<file path="src/rtl/clock_multiplier_x24_defines.svh">
// Assertion macros used by the clock multiplier beat core.
`ifndef CLOCK_MULTIPLIER_X24_DEFINES_SVH
`define CLOCK_MULTIPLIER_X24_DEFINES_SVH

// A condition that must hold at every clock edge outside reset.
`define CM24_ASSERT(label, cond) \
  label: assert property (@(posedge clk) disable iff (rst) (cond)) \
    else $error("cm24: invariant violated");

// A condition that must hold in the same cycle whenever the trigger is true.
`define CM24_ASSERT_IMP(label, trig, cond) \
  label: assert property (@(posedge clk) disable iff (rst) (trig) |-> (cond)) \
    else $error("cm24: implication violated");

`endif

</file>
<file path="src/rtl/cm24_pkg.sv">
// Package with shared constants and payload types of the clock multiplier.
package cm24_pkg;

  // Default counter width and multiplication ratio.
  localparam int COUNT_WIDTH_DEF = 20;
  localparam int RATIO_DEF       = 24;

  // Minimum pulse width register.
  localparam int                      MIN_PW_WIDTH = 8;
  localparam logic [MIN_PW_WIDTH-1:0] MIN_PW_RESET = 8'd10;

  // One timer tick as sampled at the inputs.
  typedef struct packed {
    logic clock_level;
    logic resync_level;
  } tick_t;

  // Output levels after one tick.
  typedef struct packed {
    logic out_x1;
    logic out_x24;
    logic led;
  } levels_t;

endpackage

</file>
<file path="src/rtl/cm24_tick_if.sv">
// Handshake channel that carries one timer tick request.
interface cm24_tick_if;
  logic valid;
  logic ready;
  logic clock_level;
  logic resync_level;

  modport source (output valid, output clock_level, output resync_level, input ready);
  modport sink   (input valid, input clock_level, input resync_level, output ready);
endinterface

</file>
<file path="src/rtl/cm24_level_if.sv">
// Handshake channel that carries one request of output levels.
interface cm24_level_if;
  logic valid;
  logic ready;
  logic out_x1;
  logic out_x24;
  logic led;

  modport source (output valid, output out_x1, output out_x24, output led, input ready);
  modport sink   (input valid, input out_x1, input out_x24, input led, output ready);
endinterface

</file>
<file path="src/rtl/cm24_edge_count.sv">
// Edge interval counter that also tracks its own quotient and remainder by the ratio.
module cm24_edge_count
  import cm24_pkg::*;
#(
  parameter int COUNT_WIDTH = COUNT_WIDTH_DEF,
  parameter int RATIO       = RATIO_DEF
) (
  input  logic                   clk,
  input  logic                   rst,
  input  logic                   advance,
  input  logic                   restart,
  output logic [COUNT_WIDTH-1:0] ticks_inc,
  output logic [COUNT_WIDTH-1:0] quot_inc
);

  localparam int                     REM_WIDTH = $clog2(RATIO);
  localparam logic [COUNT_WIDTH-1:0] CNT_MAX   = '1;
  localparam logic [REM_WIDTH-1:0]   REM_LAST  = REM_WIDTH'(RATIO - 1);

  logic [COUNT_WIDTH-1:0] ticks;
  logic [COUNT_WIDTH-1:0] quot;
  logic [REM_WIDTH-1:0]   rem;
  logic [REM_WIDTH-1:0]   rem_inc;
  logic                   saturated;

  // Saturating increment; the quotient steps whenever the remainder wraps.
  always_comb begin
    saturated = (ticks == CNT_MAX);
    ticks_inc = ticks;
    quot_inc  = quot;
    rem_inc   = rem;
    if (!saturated) begin
      ticks_inc = ticks + 1'b1;
      if (rem == REM_LAST) begin
        rem_inc  = '0;
        quot_inc = quot + 1'b1;
      end else begin
        rem_inc = rem + 1'b1;
      end
    end
  end

  // Counter registers advance once per processed tick.
  always_ff @(posedge clk) begin
    if (rst) begin
      ticks <= '0;
      quot  <= '0;
      rem   <= '0;
    end else if (advance) begin
      if (restart) begin
        ticks <= '0;
        quot  <= '0;
        rem   <= '0;
      end else begin
        ticks <= ticks_inc;
        quot  <= quot_inc;
        rem   <= rem_inc;
      end
    end
  end

endmodule

</file>
<file path="src/rtl/cm24_beat_core.sv">
// Beat detection, period bookkeeping and pulse generation for one tick.
`include "clock_multiplier_x24_defines.svh"

module cm24_beat_core
  import cm24_pkg::*;
#(
  parameter int COUNT_WIDTH = COUNT_WIDTH_DEF,
  parameter int RATIO       = RATIO_DEF
) (
  input  logic                    clk,
  input  logic                    rst,
  input  logic                    advance,
  input  tick_t                   item,
  input  logic [MIN_PW_WIDTH-1:0] min_pw,
  output levels_t                 result
);

  localparam logic [COUNT_WIDTH-1:0] CNT_MAX = '1;

  // Tick state.
  logic [COUNT_WIDTH-1:0] beat_ticks, x1_ticks, x24_ticks;
  logic [COUNT_WIDTH-1:0] captured_period, captured_q;
  logic [COUNT_WIDTH-1:0] period_x1, period_q, width_x1, width_x24;
  logic                   prev_clock, prev_resync, level_x1, level_x24;

  // Next values.
  logic [COUNT_WIDTH-1:0] beat_ticks_next, x1_ticks_next, x24_ticks_next;
  logic [COUNT_WIDTH-1:0] captured_period_next, captured_q_next;
  logic [COUNT_WIDTH-1:0] period_x1_next, period_q_next, width_x1_next, width_x24_next;
  logic                   level_x1_next, level_x24_next;

  logic [COUNT_WIDTH-1:0] edge_inc, edge_q_inc;
  logic [COUNT_WIDTH-1:0] half_x1, half_x24, min_ext;
  logic [COUNT_WIDTH:0]   min_plus1;
  logic                   clock_rise, resync_rise, beat;

  assign clock_rise  = item.clock_level & ~prev_clock;
  assign resync_rise = item.resync_level & ~prev_resync;

  cm24_edge_count #(
    .COUNT_WIDTH (COUNT_WIDTH),
    .RATIO       (RATIO)
  ) u_edge (
    .clk       (clk),
    .rst       (rst),
    .advance   (advance),
    .restart   (clock_rise),
    .ticks_inc (edge_inc),
    .quot_inc  (edge_q_inc)
  );

  // One tick: count, capture, beat, retrigger and fall.
  always_comb begin
    min_ext   = COUNT_WIDTH'(min_pw);
    min_plus1 = (COUNT_WIDTH + 1)'(min_pw) + 1'b1;

    beat_ticks_next = (beat_ticks == CNT_MAX) ? beat_ticks : beat_ticks + 1'b1;
    x1_ticks_next   = (x1_ticks == CNT_MAX) ? x1_ticks : x1_ticks + 1'b1;
    x24_ticks_next  = (x24_ticks == CNT_MAX) ? x24_ticks : x24_ticks + 1'b1;

    captured_period_next = captured_period;
    captured_q_next      = captured_q;
    if (clock_rise) begin
      captured_period_next = edge_inc;
      captured_q_next      = edge_q_inc;
      beat_ticks_next      = '0;
    end

    level_x1_next  = level_x1 | resync_rise;
    level_x24_next = level_x24 | resync_rise;

    period_x1_next = period_x1;
    period_q_next  = period_q;
    width_x1_next  = width_x1;
    width_x24_next = width_x24;
    half_x1        = '0;
    half_x24       = '0;

    beat = (beat_ticks_next >= period_x1) ||
           ((captured_period_next != '0) && item.clock_level);
    if (beat) begin
      if (captured_period_next == '0) begin
        if (beat_ticks_next > period_x1) begin
          beat_ticks_next = beat_ticks_next - period_x1;
        end
      end else begin
        period_x1_next       = captured_period_next;
        period_q_next        = captured_q_next;
        captured_period_next = '0;
        captured_q_next      = '0;
      end
      x1_ticks_next  = '0;
      x24_ticks_next = '0;
      level_x1_next  = 1'b1;
      level_x24_next = 1'b1;

      // The x24 half width is the quotient halved: floor(p / 2R).
      half_x1  = period_x1_next >> 1;
      half_x24 = period_q_next >> 1;
      width_x1_next  = half_x1;
      width_x24_next = half_x24;
      if (({1'b0, period_x1_next} > min_plus1) && (half_x1 < min_ext)) begin
        width_x1_next = min_ext;
      end
      if (({1'b0, period_q_next} > min_plus1) && (half_x24 < min_ext)) begin
        width_x24_next = min_ext;
      end
    end

    // Retrigger on the period.
    if (x1_ticks_next >= period_x1_next) begin
      x1_ticks_next = '0;
      level_x1_next = 1'b1;
    end
    if (x24_ticks_next >= period_q_next) begin
      x24_ticks_next = '0;
      level_x24_next = 1'b1;
    end

    // Fall after the width.
    if (x1_ticks_next >= width_x1_next) begin
      level_x1_next = 1'b0;
    end
    if (x24_ticks_next >= width_x24_next) begin
      level_x24_next = 1'b0;
    end

    result.out_x1  = level_x1_next;
    result.out_x24 = level_x24_next;
    result.led     = item.clock_level;
  end

  // State registers update once per processed tick.
  always_ff @(posedge clk) begin
    if (rst) begin
      beat_ticks      <= '0;
      x1_ticks        <= '0;
      x24_ticks       <= '0;
      captured_period <= '0;
      captured_q      <= '0;
      period_x1       <= '0;
      period_q        <= '0;
      width_x1        <= '0;
      width_x24       <= '0;
      prev_clock      <= 1'b0;
      prev_resync     <= 1'b0;
      level_x1        <= 1'b0;
      level_x24       <= 1'b0;
    end else if (advance) begin
      beat_ticks      <= beat_ticks_next;
      x1_ticks        <= x1_ticks_next;
      x24_ticks       <= x24_ticks_next;
      captured_period <= captured_period_next;
      captured_q      <= captured_q_next;
      period_x1       <= period_x1_next;
      period_q        <= period_q_next;
      width_x1        <= width_x1_next;
      width_x24       <= width_x24_next;
      prev_clock      <= item.clock_level;
      prev_resync     <= item.resync_level;
      level_x1        <= level_x1_next;
      level_x24       <= level_x24_next;
    end
  end

  // The stored quotients must always match their periods, and widths never fall below half their periods.
  `CM24_ASSERT(a_period_quot, (longint'(period_q) * RATIO <= longint'(period_x1)) && (longint'(period_x1) - longint'(period_q) * RATIO < RATIO))
  `CM24_ASSERT_IMP(a_captured_quot, captured_period != '0, (longint'(captured_q) * RATIO <= longint'(captured_period)) && (longint'(captured_period) - longint'(captured_q) * RATIO < RATIO))
  `CM24_ASSERT(a_width_x1_floor, width_x1 >= (period_x1 >> 1))
  `CM24_ASSERT(a_width_x24_floor, width_x24 >= (period_q >> 1))

endmodule

</file>
<file path="src/rtl/clock_multiplier_x24.sv">
// Top level of the tick-based x1 / x24 clock multiplier.
//
// Each tick request carries the clock and resync levels sampled at one timer
// tick; each tick yields exactly one request of output levels (x1, x24, led).
// One tick is taken every cycle unless the level receiver stalls: a tick is held
// in an input register, processed in a single pass through the beat logic, and
// its levels leave from an output register. The divide-by-ratio for the x24
// period is tracked incrementally alongside the edge counter, so no divider is on
// the path. Counters are COUNT_WIDTH bits and saturate. min_pulse_width resets
// to 10 and should be written only while no tick is in flight.
module clock_multiplier_x24
  import cm24_pkg::*;
#(
  parameter int COUNT_WIDTH = COUNT_WIDTH_DEF,
  parameter int RATIO       = RATIO_DEF
) (
  input  logic                    clk,
  input  logic                    rst,
  input  logic                    cfg_wr_en,
  input  logic [MIN_PW_WIDTH-1:0] cfg_wr_data,
  cm24_tick_if.sink               ticks,
  cm24_level_if.source            levels
);

  logic [MIN_PW_WIDTH-1:0] min_pw;
  logic                    in_valid;
  tick_t                   in_item;
  logic                    out_valid;
  levels_t                 out_item;
  levels_t                 result;
  logic                    advance;

  // A tick moves on whenever the output register is free or being emptied.
  assign advance     = in_valid && (!out_valid || levels.ready);
  assign ticks.ready = !in_valid || advance;

  // Configuration register.
  always_ff @(posedge clk) begin
    if (rst) begin
      min_pw <= MIN_PW_RESET;
    end else if (cfg_wr_en) begin
      min_pw <= cfg_wr_data;
    end
  end

  // Input register.
  always_ff @(posedge clk) begin
    if (rst) begin
      in_valid <= 1'b0;
    end else if (ticks.ready) begin
      in_valid <= ticks.valid;
    end
  end

  always_ff @(posedge clk) begin
    if (ticks.valid && ticks.ready) begin
      in_item.clock_level  <= ticks.clock_level;
      in_item.resync_level <= ticks.resync_level;
    end
  end

  cm24_beat_core #(
    .COUNT_WIDTH (COUNT_WIDTH),
    .RATIO       (RATIO)
  ) u_core (
    .clk     (clk),
    .rst     (rst),
    .advance (advance),
    .item    (in_item),
    .min_pw  (min_pw),
    .result  (result)
  );

  // Output register.
  always_ff @(posedge clk) begin
    if (rst) begin
      out_valid <= 1'b0;
    end else if (advance) begin
      out_valid <= 1'b1;
    end else if (levels.ready) begin
      out_valid <= 1'b0;
    end
  end

  always_ff @(posedge clk) begin
    if (advance) begin
      out_item <= result;
    end
  end

  assign levels.valid   = out_valid;
  assign levels.out_x1  = out_item.out_x1;
  assign levels.out_x24 = out_item.out_x24;
  assign levels.led     = out_item.led;

endmodule

</file>
<file path="src/flat_wrapper.sv">
// flat-port wrapper written by rule: the top's interface ports become plain ports
module clock_multiplier_x24_flat import cm24_pkg::*;
#(
  parameter int COUNT_WIDTH = COUNT_WIDTH_DEF,
  parameter int RATIO       = RATIO_DEF
)
  (clk, rst, cfg_wr_en, cfg_wr_data, ticks_valid, ticks_clock_level, ticks_resync_level, ticks_ready, levels_valid, levels_out_x1, levels_out_x24, levels_led, levels_ready);
  cm24_tick_if ticks_i ();
  cm24_level_if levels_i ();
  input  logic clk;
  input  logic rst;
  input  logic cfg_wr_en;
  input  logic [MIN_PW_WIDTH-1:0] cfg_wr_data;
  input wire logic [$bits(ticks_i.valid)-1:0] ticks_valid;
  input wire logic [$bits(ticks_i.clock_level)-1:0] ticks_clock_level;
  input wire logic [$bits(ticks_i.resync_level)-1:0] ticks_resync_level;
  output wire logic [$bits(ticks_i.ready)-1:0] ticks_ready;
  output wire logic [$bits(levels_i.valid)-1:0] levels_valid;
  output wire logic [$bits(levels_i.out_x1)-1:0] levels_out_x1;
  output wire logic [$bits(levels_i.out_x24)-1:0] levels_out_x24;
  output wire logic [$bits(levels_i.led)-1:0] levels_led;
  input wire logic [$bits(levels_i.ready)-1:0] levels_ready;
  assign ticks_i.valid = ticks_valid;
  assign ticks_i.clock_level = ticks_clock_level;
  assign ticks_i.resync_level = ticks_resync_level;
  assign ticks_ready = ticks_i.ready;
  assign levels_valid = levels_i.valid;
  assign levels_out_x1 = levels_i.out_x1;
  assign levels_out_x24 = levels_i.out_x24;
  assign levels_led = levels_i.led;
  assign levels_i.ready = levels_ready;
  clock_multiplier_x24 #(.COUNT_WIDTH(COUNT_WIDTH), .RATIO(RATIO)) u_core (.clk(clk), .rst(rst), .cfg_wr_en(cfg_wr_en), .cfg_wr_data(cfg_wr_data), .ticks(ticks_i), .levels(levels_i));
endmodule
</file>
<file path="config.mk">
export PLATFORM = sky130hd
export DESIGN_NAME = clock_multiplier_x24_flat
export DESIGN_NICKNAME = d
export VERILOG_FILES = /design/src/rtl/cm24_pkg.sv /design/src/rtl/cm24_tick_if.sv /design/src/rtl/cm24_level_if.sv /design/src/rtl/cm24_edge_count.sv /design/src/rtl/cm24_beat_core.sv /design/src/rtl/clock_multiplier_x24.sv /design/src/flat_wrapper.sv
export VERILOG_INCLUDE_DIRS = /design/src /design/src/rtl
export SDC_FILE = /design/constraint.sdc
export NUM_CORES = 1
export LEC_CHECK = 0
export BUFFER_PORTS_ARGS = -buffer_cell sky130_fd_sc_hd__buf_4
export CAP_MARGIN = 10
export CORE_MARGIN = 5
export CORE_UTILIZATION = 52
export DETAILED_ROUTE_END_ITERATION = 10
export GPL_ROUTABILITY_DRIVEN = 0
export PLACE_DENSITY = 0.68
export SLEW_MARGIN = 20
export SYNTH_ARGS = -nofsm -noshare
export SYNTH_HDL_FRONTEND = slang
export SYNTH_HIERARCHICAL = 1
export SYNTH_SLANG_ARGS = --single-unit
</file>
<file path="constraint.sdc">
create_clock -name clk -period 9.9 [get_ports clk]
set_clock_uncertainty 0.2 [all_clocks]
set_input_delay 1.98 -clock clk [delete_from_list [all_inputs] [get_ports clk]]
set_output_delay 1.98 -clock clk [all_outputs]
set_load 0.005 [all_outputs]
</file>
After elaboration in Yosys (flattened, before gate mapping)
Cells that the tools add are included.
{ "word_totals": {"register_bits": 244, "input_bits": 15, "output_inout_bits": 5, "wordCells": 111} }
{ "op_classes": {"addsub": 8, "n_lt_le_gt_ge": 10, "eq_ne": 6, "mux": 43, "n_bitwise": 6, "reduce_logical": 14} }
{ "ops": {"columns": ["operator", "n"], "rows": [
  ["20-bit 2-to-1 mux", 30],
  ["20-bit by 1-bit adder with 20-bit output (second input constant)", 5],
  ["20-bit >= comparator", 5],
  ["20-bit equality test (second input constant)", 4],
  ["20-bit by 9-bit greater-than comparator with 1-bit output", 2],
  ["19-bit by 8-bit < comparator with 1-bit output", 2],
  ["19-bit 2-to-1 mux", 2],
  ["20-bit greater-than comparator", 1],
  ["20-bit zero test", 1],
  ["20-bit nonzero test", 1],
  ["20-bit subtractor", 1],
  ["5-bit 2-to-1 mux", 3],
  ["8-bit by 1-bit adder with 9-bit output (second input constant)", 1],
  ["1-bit 2-to-1 mux", 8],
  ["5-bit by 1-bit adder with 5-bit output (second input constant)", 1],
  ["5-bit equality test (second input constant)", 1],
  ["1-bit logical AND", 5],
  ["1-bit logical OR", 3],
  ["1-bit AND", 2],
  ["1-bit zero test", 2],
  ["2-bit inequality test (second input constant)", 1],
  ["1-bit NOT", 2],
  ["1-bit bitwise OR", 2],
  ["2-bit AND reduction", 1],
  ["2-bit nonzero test", 1]
]} }

Longest topological paths before layout
{ "depth": {"word_depth": 13, "depth_mapped": 39, "depth_no_buf": 33} }

Hierarchy
The synthesis kept the hierarchy.
{ "modules_own_cells": {"columns": ["mod", "n_inst", "cells_each", "area_per_inst_um2", "seq_area_each_um2"], "rows": [
  ["cm24_beat_core", 1, 1795, 13995.9, 3683.5],
  ["cm24_edge_count", 1, 387, 3121.7, 900.9],
  ["clock_multiplier_x24", 1, 41, 528.0, 350.3]
]} }

Worst setup path before layout
No wires, ideal clock.
{ "synth_timing": {"path_type": "reg-to-reg", "from": "register u_core/in_item[1] (netlist name)", "to": "register u_core.out_item (netlist bit u_core/levels.out_x1), data pin", "setup_time_ns": 0.251, "t_arrival_ns": 7.382, "t_required_ns": 9.449, "slack_ns": 2.067, "path_stages_with_launch": 38, "path_buffers": 11, "period_less_slack_ns": 7.833, "path_cell_list": "edfxtp_1 -> nand2b_1 -> buf_4 -> inv_4 -> buf_6 -> clkbuf_1 -> buf_2 -> clkbuf_1 -> nor2_1 -> ha_1 -> clkbuf_2 -> and4_4 -> nand3_1 -> or4_1 -> o221a_2 -> nand2_2 -> buf_4 -> buf_2 -> (+2 left out) -> ha_1 -> and4_1 -> a2111oi_0 -> o31a_1 -> o21ai_0 -> a211o_1 -> clkbuf_1 -> or2_2 -> ha_1 -> nand2b_1 -> a21o_1 -> a21oi_1 -> o21ai_0 -> a31oi_1 -> o31ai_1 -> a21oi_1 -> o31a_1 -> buf_4"} }
{ "synth_between": {"elab_chain_cells": 11, "elab_cells_between_ends": 23, "cone_classes": "order compare (5); mux (12); bitwise (1); reduce/logical (5)"} }
{ "synth_lines": {"columns": ["element", "line", "rtl"], "rows": [
  ["start, declared", "clock_multiplier_x24.sv:27", "tick_t in_item;"],
  ["1-bit AND *", "cm24_beat_core.sv:37", "assign clock_rise = item.clock_level & ~prev_clock;"],
  ["via u_core.u_core.clock_rise", "cm24_beat_core.sv:35", "logic clock_rise, resync_rise, beat;"],
  ["branches (longest 9 deep; another with 20-bit >= comparator)", null, null],
  ["1-bit 2-to-1 mux *", "cm24_beat_core.sv:121", "if (x1_ticks_next >= width_x1_next) begin"],
  ["via u_core.u_core.level_x1_next", "cm24_beat_core.sv:30", "logic level_x1_next, level_x24_next;"],
  ["end signal, assigned", "clock_multiplier_x24.sv:87", "out_item <= result;"],
  ["end, declared", "clock_multiplier_x24.sv:29", "levels_t out_item;"]
]} }
Mark *: on every way through the listed nets, which the timed path passes. The select of a mux whose other input is x is not followed.
A chain may end at the register's enable or synchronous reset.

Final worst setup path
{ "layout_timing": {"from": "register u_core.u_core.beat_ticks[0]", "to": "register u_core.u_core.level_x24"} }
{ "layout_between": {"elab_chain_cells": 10, "elab_cells_between_ends": 15, "cone_classes": "add/sub (1); order compare (3); eq/ne (1); mux (9); reduce/logical (1)"} }
{ "layout_lines": {"columns": ["element", "line", "rtl"], "rows": [
  ["start, declared", "cm24_beat_core.sv:21", "logic [COUNT_WIDTH-1:0] beat_ticks, x1_ticks, x24_ticks;"],
  ["start signal, assigned", "cm24_beat_core.sv:150", "beat_ticks <= beat_ticks_next;"],
  ["20-bit by 1-bit adder with 20-bit output or 20-bit equality test (tied branches)", "cm24_beat_core.sv:57", "beat_ticks_next = (beat_ticks == CNT_MAX) ? beat_ticks : beat_ticks + 1'b1;"],
  ["20-bit 2-to-1 mux *", "cm24_beat_core.sv:57", null],
  ["20-bit 2-to-1 mux *", "cm24_beat_core.sv:63", "if (clock_rise) begin"],
  ["20-bit >= comparator *", "cm24_beat_core.sv:79", "beat = (beat_ticks_next >= period_x1) ||"],
  ["1-bit logical OR *", "cm24_beat_core.sv:79", null],
  ["20-bit 2-to-1 mux", "cm24_beat_core.sv:81", "if (beat) begin"],
  ["20-bit >= comparator", "cm24_beat_core.sv:115", "if (x24_ticks_next >= period_q_next) begin"],
  ["20-bit 2-to-1 mux *", "cm24_beat_core.sv:115", null],
  ["via u_core.u_core.x24_ticks_next[17]", "cm24_beat_core.sv:27", "logic [COUNT_WIDTH-1:0] beat_ticks_next, x1_ticks_next, x24_ticks_next;"],
  ["20-bit >= comparator *", "cm24_beat_core.sv:124", "if (x24_ticks_next >= width_x24_next) begin"],
  ["1-bit 2-to-1 mux *", "cm24_beat_core.sv:124", null],
  ["end signal, assigned", "cm24_beat_core.sv:162", "level_x24 <= level_x24_next;"],
  ["end, declared", "cm24_beat_core.sv:24", "logic prev_clock, prev_resync, level_x1, level_x24;"]
]} }
The timed path passes the listed nets; every way through them passes the cells marked *.

==> metrics.csv <==
metric,value,unit
status,"complete, no violations",
p_per_area,162,mW/mm²
synth_common_cells,"nor2_1, dfxtp_1, nand2_1",
seq_area_frac_synth,0.280,
std_cell_rows,67,
whs_path_depth,2,
rrSetupSlack,1.33,ns
hp-class,register to register,
area.growth.synth_to_final,7.23,%
portBuffers,19,
cts_tree,yes,
finish.utilization,0.564,
hold_slack,0.255,ns
nFillCells,3115,
hold_end,u_core/u_core/width_x24[17],
syn_avg_cell_area,7.94,µm²
placed_area,0.0179,mm²
routed_via_density,6.28,
grt_pass1_vias,15500,
ctsRootBufferMaster,clkbuf_16,
ys_ff_latch,244,
cp_slowest_cell,buf_4,
finalInstanceArea,0.0189,mm²
p_leak,7.75,nW
worst-slew-pin-transition,0.990,ns
crit_fanout,54,
numCtsBuffers,30,
worstPathRequired,10.20,ns
path_buf_inv,2,
ir_worst_vdd,163,µV
crit_type,register to register,
cts_resized,0,
drc,0,
r2r_end,u_core/u_core/level_x24,
vias,16500,
ys_types,93,
syn_area,0.0176,mm²
clkTransAtPathRegs,0.06,ns
grt_pass1_wl,82.1,mm
cpLargestDelayFamily,simple AND/OR/NAND/NOR gates,
worstSetupEndpointType,register,
synthTopCellsByArea,"dfxtp_1, ha_1, nor2_1, mux2i_1, nand2_1",
die_x,194,µm
cpPeakStageDelay,0.62,ns
antenna_found_initial,0,
yosysMostFrequentCell,nor2_1,
antenna_left,0,
ios,20,
synth_top_area_share,0.271,
diodes,0,
die_area,0.0377,mm²
drive_gt1_frac,0.0732,
first_pass_iters,7,
synth_fp_nets,2378,
cts_buffer_depth,3,
cts_setup_buffers,0,
htreeDepth,1,
setup_violations,0,
synth-edff-count,5,
hold_buffers,0,
rsz0062_at_grt,false,
drtIter0Drc,1466,
worst_hold_startpoint,u_core/u_core/width_x24[17],
drt_wl_total,51.4,mm
clk_latency,0.60,ns
synth-async-reset-ratio,0,
yosysTopAreaCell,dfxtp_1,
slew_headroom,0.336,
grt_use_total,0.259,
clock.fmax,0.117,GHz
hpwl,37.3,mm
coreArea,0.0335,mm²
arrival,8.87,ns
cts_sinks,244,
setup_tns,0,ns
netlist_instances,2223,
routedWlPerCell,19.5,µm
start_util,0.526,
fin_crit,8.57,ns
final-hold-violation-count,0,
r2r-start,u_core/u_core/beat_ticks[0],
nets,2319,
fp.dieH,194,µm
min_period_over_period,0.865,
ys.flop_type,dfxtp_1,
r2r_cells,31,
finalPower,3.06,mW
gr-total-overflow,0,
timing.final.max_slew_violations,0,
maxCapViolCount,0,
critPathLaunchType,register,
ys_warn_count,6,
grt_max_degree,81,
[metal layers]
layer,up-vias,GRT usage,share of wire
met3,119,0.0431,0.064
met1,7871,0.342,0.43
met2,540,0.432,0.46
li1,8001,-,-
met4,0,0.0875,0.037
met5,-,0,0
[stage by stage]
| step | worst slack (ns) | std cells |
|---|---|---|
| finish | 1.33 | 2633 |
| global route | 0.709 | 2633 |
| CTS | 1.42 | 2633 |
| detailed placement | 1.39 | 2580 |
| global placement | 1.75 | 2580 |
| floorplan | 2.07 | 2223 |
[layout by cell type, fill, tap and decap left out, types with 17 or more instances in the layout]
master and instances:
xor2_1 36, xnor2_1 55, dfxtp_1 239, nor2b_1 23
mux2i_1 86, nand2b_1 22, clkbuf_16 30, buf_4 44
nand3_1 68, and2_1 29, nand2_1 224, a21o_1 40
nor2_1 252, a21oi_1 155, a211oi_1 45, a22o_1 34
inv_1 66, a31oi_1 43, nor4_1 23, nand4_1 39
o21ai_0 90, and4_1 22, a21boi_0 17, ha_1 139
and3_1 36, nor3_1 61
[area by class of cell]
type / count / area, µm² / share of cell area
Clock inverter: 8 / 140 / 0.00741
Tap cell: 448 / 561 / 0.0296
Sequential cell: 244 / 4930 / 0.261
Multi-Input combinational cell: 1777 / 11800 / 0.625
Clock buffer: 45 / 867 / 0.0458
Inverter: 67 / 254 / 0.0134
Timing Repair Buffer: 44 / 330 / 0.0175
[sequential cells by signal (all words and copies together), names as in the netlist]
signal	cells
u_core/u_core/beat_ticks	20
u_core/u_core/captured_period	20
u_core/u_core/captured_q	20
u_core/u_core/period_q	20
u_core/u_core/period_x1	20
u_core/u_core/u_edge/quot	20
u_core/u_core/u_edge/ticks	20
u_core/u_core/width_x1	20
u_core/u_core/width_x24	20
u_core/u_core/x1_ticks	20
u_core/u_core/x24_ticks	20
u_core/min_pw	8
u_core/u_core/u_edge/rem	5
u_core/in_item	2
u_core/in_valid	1
u_core/levels.led	1
u_core/levels.out_x1	1
u_core/levels.out_x24	1
u_core/levels.valid	1
u_core/u_core/level_x1	1
u_core/u_core/level_x24	1
u_core/u_core/prev_clock	1
u_core/u_core/prev_resync	1
[cell families after synthesis]
| family | after synthesis | synth area share |
|---|---|---|
| flip-flops | 244 | 0.280 |
| multiplexers | 99 | 0.0574 |
| adder cells (fa/ha/maj) | 140 | 0.0997 |
| AO/OA/AOI/OAI | 580 | 0.227 |
| buffers and inverters | 202 | 0.0508 |
| XOR/XNOR | 91 | 0.0452 |
| AND/OR/NAND/NOR | 867 | 0.240 |
[how the worst max path moves through the flow]
stage / startpoint / to / slack, ns / cells past startpoint
after CTS: u_core/u_core/beat_ticks[0] / u_core/u_core/level_x24 / 1.42 / 31
after global routing: u_core/u_core/beat_ticks[11] / u_core/u_core/level_x24 / 0.71 / 30
after floorplan: u_core/in_item[1] / u_core/levels.out_x1 / 2.07 / 37
after global placement: u_core/u_core/beat_ticks[11] / u_core/u_core/level_x24 / 1.75 / 30
final: u_core/u_core/beat_ticks[0] / u_core/u_core/level_x24 / 1.33 / 31
after detailed placement: u_core/u_core/beat_ticks[0] / u_core/u_core/level_x24 / 1.39 / 31
[where the power goes]
group,internal [mW],switching [mW]
clock network,0.679,0.452
registers,1.02,0.0384
logic,0.306,0.560
total,2.01,1.05
[worst min-delay path: stages, from the launching register on]
cell and delay [ns]:
dfxtp_1 0.31, nand2_1 0.05, a21oi_1 0.05
No activity file was read; power rests on OpenSTA's default activity.
